[src/rtl/core/qdra_pkg.sv]
package qdra_pkg;

    // input item kinds, carried in s_tuser
    typedef enum logic [1:0] {
        CMD_A_EDGE    = 2'd0,
        CMD_B_EDGE    = 2'd1,
        CMD_POS_WRITE = 2'd2,
        CMD_QUERY     = 2'd3
    } cmd_t;

    // configuration register indexes
    localparam int CFG_INDEX_BITS = 3;
    localparam logic [CFG_INDEX_BITS-1:0] CFG_FAST_LIMIT    = 3'd0;
    localparam logic [CFG_INDEX_BITS-1:0] CFG_SLOW_LIMIT    = 3'd1;
    localparam logic [CFG_INDEX_BITS-1:0] CFG_CLOCKS_PER_US = 3'd2;
    localparam logic [CFG_INDEX_BITS-1:0] CFG_SHORT_SAMPLES = 3'd3;
    localparam logic [CFG_INDEX_BITS-1:0] CFG_LONG_SAMPLES  = 3'd4;

    // field widths
    localparam int FIELD_BITS   = 32;
    localparam int CPU_BITS     = 8;
    localparam int SAMPLE_BITS  = 16;
    localparam int PRODUCT_BITS = FIELD_BITS + SAMPLE_BITS;

    // serial divider: dividend wide enough for avg*(n-1)+te, quotient bits per cycle
    localparam int DIV_BITS   = 52;
    localparam int DIV_STEP   = 4;
    localparam int DIV_CYCLES = DIV_BITS / DIV_STEP;
    localparam int DIV_CNT_BITS = $clog2(DIV_CYCLES);

    typedef enum logic [2:0] {
        ST_IDLE,
        ST_TE_DIV,
        ST_SHORT_MUL,
        ST_SHORT_DIV,
        ST_LONG_MUL,
        ST_LONG_DIV,
        ST_DONE
    } state_t;

    typedef struct packed {
        logic                   start;
        logic [DIV_BITS-1:0]    dividend;
        logic [SAMPLE_BITS-1:0] divisor;
    } div_req_t;

    typedef struct packed {
        logic                  done;
        logic [FIELD_BITS-1:0] quotient;
    } div_rsp_t;

endpackage

[src/rtl/core/qdra_div.sv]
// restoring divider, several quotient bits per cycle
module qdra_div
(
    input  logic              clk,
    input  logic              rst_n,
    input  qdra_pkg::div_req_t req,
    output qdra_pkg::div_rsp_t rsp
);

    logic                                busy_reg;
    logic                                done_reg;
    logic [qdra_pkg::DIV_CNT_BITS-1:0]   cnt_reg;
    logic [qdra_pkg::DIV_BITS-1:0]       quo_reg;
    logic [qdra_pkg::DIV_BITS-1:0]       quo_next;
    logic [qdra_pkg::SAMPLE_BITS-1:0]    rem_reg;
    logic [qdra_pkg::SAMPLE_BITS-1:0]    rem_next;
    logic [qdra_pkg::SAMPLE_BITS-1:0]    den_reg;

    always_comb
    begin
        logic [qdra_pkg::SAMPLE_BITS:0] trial;
        quo_next = quo_reg;
        rem_next = rem_reg;
        for (int i = 0; i < qdra_pkg::DIV_STEP; i++)
        begin
            trial    = {rem_next, quo_next[qdra_pkg::DIV_BITS-1]};
            quo_next = {quo_next[qdra_pkg::DIV_BITS-2:0], 1'b0};
            if (trial >= {1'b0, den_reg})
            begin
                rem_next    = qdra_pkg::SAMPLE_BITS'(trial - {1'b0, den_reg});
                quo_next[0] = 1'b1;
            end
            else
            begin
                rem_next = trial[qdra_pkg::SAMPLE_BITS-1:0];
            end
        end
    end

    always_ff @(posedge clk or negedge rst_n)
    begin
        if (!rst_n)
        begin
            busy_reg <= 1'b0;
            done_reg <= 1'b0;
            cnt_reg  <= '0;
        end
        else
        begin
            done_reg <= 1'b0;
            if (req.start)
            begin
                busy_reg <= 1'b1;
                cnt_reg  <= '0;
            end
            else if (busy_reg)
            begin
                cnt_reg <= cnt_reg + 1'b1;
                if (cnt_reg == qdra_pkg::DIV_CNT_BITS'(qdra_pkg::DIV_CYCLES - 1))
                begin
                    busy_reg <= 1'b0;
                    done_reg <= 1'b1;
                end
            end
        end
    end

    always_ff @(posedge clk)
    begin
        if (req.start)
        begin
            quo_reg <= req.dividend;
            rem_reg <= '0;
            den_reg <= req.divisor;
        end
        else if (busy_reg)
        begin
            quo_reg <= quo_next;
            rem_reg <= rem_next;
        end
    end

    assign rsp.done     = done_reg;
    assign rsp.quotient = quo_reg[qdra_pkg::FIELD_BITS-1:0];

endmodule

[src/rtl/core/quadrature_decoder_with_rate_averaging.sv]
// an edge whose period exceeds the fast limit runs three passes of the shared divider
//   (edge period to microseconds, short average, long average) before its result is loaded
// other items go straight to the result, loaded once the output is free
// one item at a time, the next accepted once the result is loaded
// reset: asynchronous active low, clears position, edge timing, averages and config
//   (slow limit to all ones, clocks per us and sample counts to one)
module quadrature_decoder_with_rate_averaging
#(
    parameter int TIME_BITS     = 32,
    parameter int POSITION_BITS = 32
)
(
    input  logic                                clk,
    input  logic                                rst_n,

    // input items
    input  logic                                s_tvalid,
    output logic                                s_tready,
    // pin_level [0], timestamp [32:1], new_position [64:33], zero fill [71:65]
    input  logic [71:0]                         s_tdata,
    // cmd [1:0]
    input  logic [1:0]                          s_tuser,

    // result items
    output logic                                m_tvalid,
    input  logic                                m_tready,
    // position [31:0], short_average [63:32], long_average [95:64],
    // fast_motion [96], slow_motion [97], zero fill [103:98]
    output logic [103:0]                        m_tdata,

    // configuration writes
    input  logic                                cfg_valid,
    output logic                                cfg_ready,
    input  logic [qdra_pkg::CFG_INDEX_BITS-1:0] cfg_index,
    input  logic [31:0]                         cfg_data
);

    // ---------------------------------------------------------------
    // configuration registers
    // ---------------------------------------------------------------
    logic [qdra_pkg::FIELD_BITS-1:0]  fast_limit_reg;
    logic [qdra_pkg::FIELD_BITS-1:0]  slow_limit_reg;
    logic [qdra_pkg::CPU_BITS-1:0]    clocks_per_us_reg;
    logic [qdra_pkg::SAMPLE_BITS-1:0] short_samples_reg;
    logic [qdra_pkg::SAMPLE_BITS-1:0] long_samples_reg;

    // ---------------------------------------------------------------
    // decoder and timing state
    // ---------------------------------------------------------------
    qdra_pkg::state_t                 state_reg;
    qdra_pkg::state_t                 state_next;
    logic                             a_level_reg;
    logic                             b_level_reg;
    logic [POSITION_BITS-1:0]         count_reg;
    logic [TIME_BITS-1:0]             prev_edge_time_reg;
    logic [qdra_pkg::FIELD_BITS-1:0]  edge_period_reg;
    logic [TIME_BITS-1:0]             logged_time_reg;
    logic [qdra_pkg::FIELD_BITS-1:0]  short_avg_reg;
    logic [qdra_pkg::FIELD_BITS-1:0]  long_avg_reg;
    logic [TIME_BITS-1:0]             ts_reg;
    logic [qdra_pkg::FIELD_BITS-1:0]  te_reg;

    logic                             m_tvalid_reg;
    logic [103:0]                     m_tdata_reg;

    // ---------------------------------------------------------------
    // input item fields
    // ---------------------------------------------------------------
    qdra_pkg::cmd_t                   in_cmd;
    logic                             in_level;
    logic [TIME_BITS-1:0]             in_ts;
    logic [POSITION_BITS-1:0]         in_pos;
    logic                             in_accept;
    logic                             in_edge;

    assign in_cmd    = qdra_pkg::cmd_t'(s_tuser);
    assign in_level  = s_tdata[0];
    assign in_ts     = TIME_BITS'(s_tdata[32:1]);
    // sign-extended or truncated to the position width
    assign in_pos    = POSITION_BITS'(signed'(s_tdata[64:33]));
    assign in_accept = s_tvalid && s_tready;
    assign in_edge   = (in_cmd == qdra_pkg::CMD_A_EDGE) || (in_cmd == qdra_pkg::CMD_B_EDGE);

    // phase rule: on an A edge count down when levels differ, on a B edge when they match
    logic                             a_new;
    logic                             b_new;
    logic                             count_down;
    logic [POSITION_BITS-1:0]         count_step;

    assign a_new      = (in_cmd == qdra_pkg::CMD_A_EDGE) ? in_level : a_level_reg;
    assign b_new      = (in_cmd == qdra_pkg::CMD_B_EDGE) ? in_level : b_level_reg;
    assign count_down = (in_cmd == qdra_pkg::CMD_A_EDGE) ? (a_new != b_new) : (a_new == b_new);
    assign count_step = count_down ? count_reg - 1'b1 : count_reg + 1'b1;

    // elapsed clocks wrap at the time width, the period keeps the low field bits
    logic [TIME_BITS-1:0]             elapsed;
    logic [qdra_pkg::FIELD_BITS-1:0]  period_new;
    logic                             average_go;

    assign elapsed    = in_ts - prev_edge_time_reg;
    assign period_new = qdra_pkg::FIELD_BITS'(elapsed);
    assign average_go = in_edge && (period_new > fast_limit_reg);

    // a zero divisor acts as one
    logic [qdra_pkg::CPU_BITS-1:0]    cpu_eff;
    logic [qdra_pkg::SAMPLE_BITS-1:0] short_n;
    logic [qdra_pkg::SAMPLE_BITS-1:0] long_n;

    assign cpu_eff = (clocks_per_us_reg == '0) ? qdra_pkg::CPU_BITS'(1) : clocks_per_us_reg;
    assign short_n = (short_samples_reg == '0) ? qdra_pkg::SAMPLE_BITS'(1) : short_samples_reg;
    assign long_n  = (long_samples_reg == '0) ? qdra_pkg::SAMPLE_BITS'(1) : long_samples_reg;

    // ---------------------------------------------------------------
    // shared multiplier: avg*(n-1) + te, feeding the divider directly
    // ---------------------------------------------------------------
    logic                              long_sel;
    logic [qdra_pkg::FIELD_BITS-1:0]   mul_avg;
    logic [qdra_pkg::SAMPLE_BITS-1:0]  mul_n;
    logic [qdra_pkg::PRODUCT_BITS-1:0] mul_product;
    logic [qdra_pkg::DIV_BITS-1:0]     mul_sum;

    assign long_sel    = (state_reg == qdra_pkg::ST_LONG_MUL);
    assign mul_avg     = long_sel ? long_avg_reg : short_avg_reg;
    assign mul_n       = long_sel ? long_n : short_n;
    assign mul_product = qdra_pkg::PRODUCT_BITS'(mul_avg) *
                         qdra_pkg::PRODUCT_BITS'(mul_n - 1'b1);
    assign mul_sum     = qdra_pkg::DIV_BITS'(mul_product) + qdra_pkg::DIV_BITS'(te_reg);

    // ---------------------------------------------------------------
    // shared serial divider
    // ---------------------------------------------------------------
    qdra_pkg::div_req_t div_req;
    qdra_pkg::div_rsp_t div_rsp;

    qdra_div u_div
    (
        .clk   (clk),
        .rst_n (rst_n),
        .req   (div_req),
        .rsp   (div_rsp)
    );

    // ---------------------------------------------------------------
    // result flags, formed as the result is loaded
    // ---------------------------------------------------------------
    logic [TIME_BITS-1:0] since_logged;
    logic                 fast_flag;
    logic                 slow_flag;
    logic                 out_free;
    logic                 out_load;

    assign since_logged = ts_reg - logged_time_reg;
    assign fast_flag    = edge_period_reg < fast_limit_reg;
    assign slow_flag    = since_logged > slow_limit_reg;
    assign out_free     = !m_tvalid_reg || m_tready;

    // ---------------------------------------------------------------
    // sequencer: next state
    // ---------------------------------------------------------------
    always_comb
    begin
        state_next = state_reg;
        case (state_reg)
            qdra_pkg::ST_IDLE:
            begin
                if (in_accept)
                begin
                    state_next = average_go ? qdra_pkg::ST_TE_DIV : qdra_pkg::ST_DONE;
                end
            end
            qdra_pkg::ST_TE_DIV:
            begin
                if (div_rsp.done)
                begin
                    state_next = qdra_pkg::ST_SHORT_MUL;
                end
            end
            qdra_pkg::ST_SHORT_MUL:
            begin
                state_next = qdra_pkg::ST_SHORT_DIV;
            end
            qdra_pkg::ST_SHORT_DIV:
            begin
                if (div_rsp.done)
                begin
                    state_next = qdra_pkg::ST_LONG_MUL;
                end
            end
            qdra_pkg::ST_LONG_MUL:
            begin
                state_next = qdra_pkg::ST_LONG_DIV;
            end
            qdra_pkg::ST_LONG_DIV:
            begin
                if (div_rsp.done)
                begin
                    state_next = qdra_pkg::ST_DONE;
                end
            end
            qdra_pkg::ST_DONE:
            begin
                if (out_free)
                begin
                    state_next = qdra_pkg::ST_IDLE;
                end
            end
            default:
            begin
                state_next = qdra_pkg::ST_IDLE;
            end
        endcase
    end

    // ---------------------------------------------------------------
    // sequencer: outputs
    // ---------------------------------------------------------------
    always_comb
    begin
        s_tready         = 1'b0;
        cfg_ready        = 1'b0;
        out_load         = 1'b0;
        div_req.start    = 1'b0;
        div_req.dividend = mul_sum;
        div_req.divisor  = mul_n;
        case (state_reg)
            qdra_pkg::ST_IDLE:
            begin
                s_tready  = 1'b1;
                cfg_ready = 1'b1;
                // elapsed clocks to microseconds
                div_req.start    = in_accept && average_go;
                div_req.dividend = qdra_pkg::DIV_BITS'(period_new);
                div_req.divisor  = qdra_pkg::SAMPLE_BITS'(cpu_eff);
            end
            qdra_pkg::ST_SHORT_MUL,
            qdra_pkg::ST_LONG_MUL:
            begin
                div_req.start = 1'b1;
            end
            qdra_pkg::ST_DONE:
            begin
                out_load = out_free;
            end
            default:
            begin
                s_tready = 1'b0;
            end
        endcase
    end

    // ---------------------------------------------------------------
    // control registers
    // ---------------------------------------------------------------
    always_ff @(posedge clk or negedge rst_n)
    begin
        if (!rst_n)
        begin
            state_reg          <= qdra_pkg::ST_IDLE;
            fast_limit_reg     <= '0;
            slow_limit_reg     <= '1;
            clocks_per_us_reg  <= qdra_pkg::CPU_BITS'(1);
            short_samples_reg  <= qdra_pkg::SAMPLE_BITS'(1);
            long_samples_reg   <= qdra_pkg::SAMPLE_BITS'(1);
            a_level_reg        <= 1'b0;
            b_level_reg        <= 1'b0;
            count_reg          <= '0;
            prev_edge_time_reg <= '0;
            edge_period_reg    <= '0;
            logged_time_reg    <= '0;
            short_avg_reg      <= '0;
            long_avg_reg       <= '0;
            m_tvalid_reg       <= 1'b0;
        end
        else
        begin
            state_reg <= state_next;

            if (cfg_valid && cfg_ready)
            begin
                case (cfg_index)
                    qdra_pkg::CFG_FAST_LIMIT:    fast_limit_reg    <= cfg_data;
                    qdra_pkg::CFG_SLOW_LIMIT:    slow_limit_reg    <= cfg_data;
                    qdra_pkg::CFG_CLOCKS_PER_US: clocks_per_us_reg <= cfg_data[7:0];
                    qdra_pkg::CFG_SHORT_SAMPLES: short_samples_reg <= cfg_data[15:0];
                    qdra_pkg::CFG_LONG_SAMPLES:  long_samples_reg  <= cfg_data[15:0];
                    default:                     ;
                endcase
            end

            if (in_accept)
            begin
                case (in_cmd)
                    qdra_pkg::CMD_A_EDGE,
                    qdra_pkg::CMD_B_EDGE:
                    begin
                        a_level_reg        <= a_new;
                        b_level_reg        <= b_new;
                        count_reg          <= count_step;
                        prev_edge_time_reg <= in_ts;
                        edge_period_reg    <= period_new;
                        if (average_go)
                        begin
                            logged_time_reg <= in_ts;
                        end
                    end
                    qdra_pkg::CMD_POS_WRITE:
                    begin
                        count_reg <= in_pos;
                    end
                    default:
                    begin
                        count_reg <= count_reg;
                    end
                endcase
            end

            if ((state_reg == qdra_pkg::ST_SHORT_DIV) && div_rsp.done)
            begin
                short_avg_reg <= div_rsp.quotient;
            end
            if ((state_reg == qdra_pkg::ST_LONG_DIV) && div_rsp.done)
            begin
                long_avg_reg <= div_rsp.quotient;
            end

            if (out_load)
            begin
                m_tvalid_reg <= 1'b1;
            end
            else if (m_tready)
            begin
                m_tvalid_reg <= 1'b0;
            end
        end
    end

    // ---------------------------------------------------------------
    // payload registers
    // ---------------------------------------------------------------
    always_ff @(posedge clk)
    begin
        if (in_accept)
        begin
            ts_reg <= in_ts;
        end
        if ((state_reg == qdra_pkg::ST_TE_DIV) && div_rsp.done)
        begin
            te_reg <= div_rsp.quotient;
        end
        if (out_load)
        begin
            m_tdata_reg <= {6'b0, slow_flag, fast_flag, long_avg_reg, short_avg_reg,
                            qdra_pkg::FIELD_BITS'(count_reg)};
        end
    end

    assign m_tvalid = m_tvalid_reg;
    assign m_tdata  = m_tdata_reg;

    // ---------------------------------------------------------------
    // assertions
    // ---------------------------------------------------------------

    // the divider only answers while the sequencer waits on it
    assert property (@(posedge clk) disable iff (!rst_n)
        div_rsp.done |-> (state_reg == qdra_pkg::ST_TE_DIV) ||
                         (state_reg == qdra_pkg::ST_SHORT_DIV) ||
                         (state_reg == qdra_pkg::ST_LONG_DIV))
        else $error("divider done outside a divide state");

    // averaging only follows an edge slower than the fast limit
    assert property (@(posedge clk) disable iff (!rst_n)
        (state_reg == qdra_pkg::ST_TE_DIV) |-> (edge_period_reg > fast_limit_reg))
        else $error("averaging started on a fast edge");

    // writes and queries go straight to the result
    assert property (@(posedge clk) disable iff (!rst_n)
        (in_accept && !in_edge) |=> (state_reg == qdra_pkg::ST_DONE))
        else $error("write or query item took the averaging path");

    // a pending result is never overwritten
    assert property (@(posedge clk) disable iff (!rst_n)
        (m_tvalid_reg && !m_tready) |=> m_tvalid_reg && $stable(m_tdata_reg))
        else $error("pending result lost");

    // the averaging path always ends in a result
    assert property (@(posedge clk) disable iff (!rst_n)
        ((state_reg == qdra_pkg::ST_LONG_DIV) && div_rsp.done) |=>
            (state_reg == qdra_pkg::ST_DONE))
        else $error("long average finish did not lead to a result");

endmodule
[config.mk]
export PLATFORM = sky130hd
export DESIGN_NAME = quadrature_decoder_with_rate_averaging
export DESIGN_NICKNAME = d
export VERILOG_FILES = /design/src/rtl/core/qdra_pkg.sv /design/src/rtl/core/qdra_div.sv /design/src/rtl/core/quadrature_decoder_with_rate_averaging.sv
export SDC_FILE = /design/constraint.sdc
export NUM_CORES = 2
export LEC_CHECK = 0
export ABC_CLOCK_PERIOD_IN_PS = 13850
export BUFFER_PORTS_ARGS = -buffer_cell sky130_fd_sc_hd__buf_2
export CORE_UTILIZATION = 64
export DETAILED_ROUTE_END_ITERATION = 8
export GPL_TIMING_DRIVEN = 0
export PLACE_DENSITY_LB_ADDON = 0.08
export SLEW_MARGIN = 20
export SYNTH_ARGS = -nofsm -noshare
export SYNTH_HDL_FRONTEND = slang
export SYNTH_HIERARCHICAL = 1
export SYNTH_SLANG_ARGS = --single-unit
export TNS_END_PERCENT = 20
[constraint.sdc]
create_clock -name clk -period 13.85 [get_ports clk]
set_clock_uncertainty 0.05 [all_clocks]
set_input_delay 3.4625 -clock clk [delete_from_list [all_inputs] [get_ports clk]]
set_output_delay 3.4625 -clock clk [all_outputs]
set_load 0.05 [all_outputs]
==> results.md <==
* Dpl cell area at 54800 um2
* Drt first-iter violations at 3748
* DRT antenna net count at 0
* Minimum clock period at 12.97 ns
* CTS tree: built
* Worst-path maximum fanout at 10
* GRT overflow at 0
* Vias at 41100
* # IOs at 221
* Largest net degree at the start of global routing at 91
* Post-CTS resize count at 0
* Post-place setup slack at 1.25 ns
* Initial Utilization at 64.6%
* H-tree lvl count at 3
* Final worst slack at 0.878 ns
* Gr usage total at 37.2%
* Seq cells post-synth at 554
* Share of cells above drive strength 1 at 14.3%
* Die height at 287 um
* Critical path endpoint category: flop
* Commonest register cell after synthesis: dfrtp_1
* WP buf/inv at 8
* Register area share after synthesis at 28.8%
* # rows at 104
* DRC viols at 0
* Post-Syn Area at 52000 um2
* First-pass GRT wire length at 232 mm
* Die Wd at 287 um
* Gate Count Post-Synth at 5380
* # Post-CTS Setup Buffers at 0
* Clk buf depth at 3
* WL per Instance at 22.2 um
* HP Class: flop to flop
* Die area at 82500 um2
* Flip-flop count of the largest register after layout at 98
* Core ar. at 80500 um2
* Detailed Routing Iterations Pass 1 at 6
* CTS Root Cell: clkbuf_16
* Distinct cells, synth at 112
* Total Routed Length at 151 mm
* WS Path Type: flop to flop
* Asr flop ratio synth at 55.6%
* Fin crit share at 93.7%
* Critical-path top delay cell: o21ai_1
* Top cell family by delay on the critical path: adder cells
* TNS Setup at 0 ns
* Later-pin clock latency in the skew report at 0.64 ns
* Vias in the first global route at 40600
* Rel. slew slack at 16.6%
* Final hold vios at 0
* Crit path DAT at 13.30 ns
* PortBufs at 207
* Setup violators final at 0
* Synthesis-to-finish area growth at 9.50%
* Tightest Pin Transition at 1.22 ns
* RePlAce Congestion at 0.991
* Via density at 6.03
* Max_cap viols at 0
* WP data required at 14.18 ns
* RSZ-0062 raised after global routing: no
* Synth Area per Inst at 9.67 um2
* Initial antenna violation count at 10
* Nets@finish at 6694
* Clock sink count at 554
* Synth Warn # at 6
* Hold buffer count at cts at 0
* CP startpoint kind: flop
* Clock slew at the register clock pins of the worst setup and hold paths at 0.06 ns
* CP peak stage delay at 0.91 ns
* Status: completed
* Core Util, Final at 70.8%
* Total CTS buffers at 66
* Number of synthesized flops with an enable pin at 230
* Final Max Tran Viols at 0
* Final Instance Area at 57000 um2
* Dpl hpwl at 122 mm
* Max Clk Rate at 77.1 MHz
[final cells by class]
cell class / count / area (um2)
Antenna cell: 5 / 12.5
Buffer: 215 / 1060
Clock buffer: 91 / 1880
Clock inverter: 31 / 299
Fill cell: 6315 / 23600
Inverter: 797 / 2990
Multi-Input combinational cell: 3822 / 33100
Sequential cell: 554 / 15000
Tap cell: 1060 / 1330
Timing Repair Buffer: 230 / 1340
[placed cells by master, fill, tap and decap left out, types with 22 or more instances in the layout]
cell / netlist / routed
mux2i_1: 68 / 66
o21bai_1: 35 / 35
nor2b_1: 62 / 62
fa_1: 457 / 457
nor3_1: 63 / 62
mux2_2: 313 / 313
nand2_1: 595 / 595
ha_1: 437 / 437
a21oi_1: 269 / 268
clkbuf_16: 0 / 68
o21ai_0: 217 / 214
and2_1: 34 / 34
nor2_1: 394 / 394
inv_1: 796 / 796
dfstp_2: 35 / 35
dfrtp_1: 273 / 273
buf_4: 43 / 57
nand4_1: 51 / 51
xor2_1: 88 / 87
a21o_1: 105 / 105
nand2b_1: 38 / 38
nand3_1: 58 / 58
clkbuf_1: 127 / 140
xnor2_1: 151 / 151
o21a_1: 47 / 47
edfxtp_1: 230 / 230
o211ai_1: 22 / 22
buf_2: 18 / 224
[final timing paths]
| kind | from | depth (start not counted) | end | slack, ns |
|---|---|---|---|---|
| worst max-delay path | state_reg[2] | 43 | u_div/quo_reg[46] | 0.88 |
| worst min-delay path | count_reg[31] | 0 | m_tdata[31] | 0.44 |
| worst max register to register | state_reg[2] | 43 | u_div/quo_reg[46] | 0.88 |
| max in group asynchronous | rst_n | 3 | clocks_per_us_reg[4] | 9.67 |
| min in group asynchronous | rst_n | 1 | count_reg[31] | 2.70 |
| worst min register to register | count_reg[31] | 0 | m_tdata[31] | 0.44 |
[metrics by stage]
step / hold slack, ns / cells
after floorplan: 0.391 / 5388
after global placement: 0.413 / 6655
after detailed placement: 0.413 / 6678
after CTS: 0.438 / 6800
after global routing: 0.453 / 6801
final: 0.438 / 6805
[cell families after synthesis]
logic type	after synthesis	synth area share, %
AO/OA/AOI/OAI	885	10.9
XOR/XNOR	239	4.02
adder cells (fa/ha/maj)	894	28.1
buffers and inverters	1012	7.78
flip-flops	554	28.8
multiplexers	386	8.20
other	1	0.00721
AND/OR/NAND/NOR	1409	12.2
[metal layers]
layer	part of all wire, %	global-route usage (%)
met2	45	58.6
met5	0.053	0
met4	4.3	14.2
met1	40	50.2
met3	9.8	8.29
[cell usage after synthesis, types with 9 or more instances]
| cell | n | area, um2 |
|---|---|---|
| o21a_1 | 47 | 353 |
| fa_1 | 457 | 9150 |
| a21o_1 | 105 | 788 |
| edfxtp_1 | 230 | 6910 |
| mux2i_1 | 68 | 681 |
| o21ai_0 | 217 | 1090 |
| and4_1 | 9 | 78.8 |
| nand3_1 | 58 | 290 |
| inv_1 | 796 | 2990 |
| or3_1 | 15 | 93.8 |
| nand2b_1 | 38 | 238 |
| nor2b_1 | 62 | 388 |
| buf_2 | 18 | 90.1 |
| nand2_1 | 595 | 2230 |
| nor2_1 | 394 | 1480 |
| xor2_1 | 88 | 771 |
| a21oi_1 | 269 | 1350 |
| o22ai_1 | 11 | 68.8 |
| dfrtp_1 | 273 | 6830 |
| o21bai_1 | 35 | 263 |
| mux2_2 | 313 | 3520 |
| ha_1 | 437 | 5470 |
| and3_1 | 10 | 62.6 |
| nor4_1 | 14 | 87.6 |
| nor3b_1 | 16 | 120 |
| xnor2_1 | 151 | 1320 |
| nor3_1 | 63 | 315 |
| and2_1 | 34 | 213 |
| o211ai_1 | 22 | 165 |
| o31ai_1 | 13 | 97.6 |
| nand4_1 | 51 | 319 |
| buf_1 | 19 | 71.3 |
| a31oi_1 | 21 | 131 |
| dfxtp_1 | 16 | 320 |
| buf_4 | 43 | 323 |
| clkbuf_1 | 127 | 477 |
| dfstp_2 | 35 | 920 |
[worst reg2reg max path, delay by kind of cell (launching register included)]
family	cells	cell delay, ns
simple gates	10	2.27
compound gates	11	3.39
mux	3	1.08
flops	1	0.31
buf+inv	8	1.12
xor+xnor	2	0.35
fa+ha+maj	9	4.15
Power is left out: the tool's default activity adds up to more than one toggle a clock period on the data nets, which glitch-free logic cannot reach.
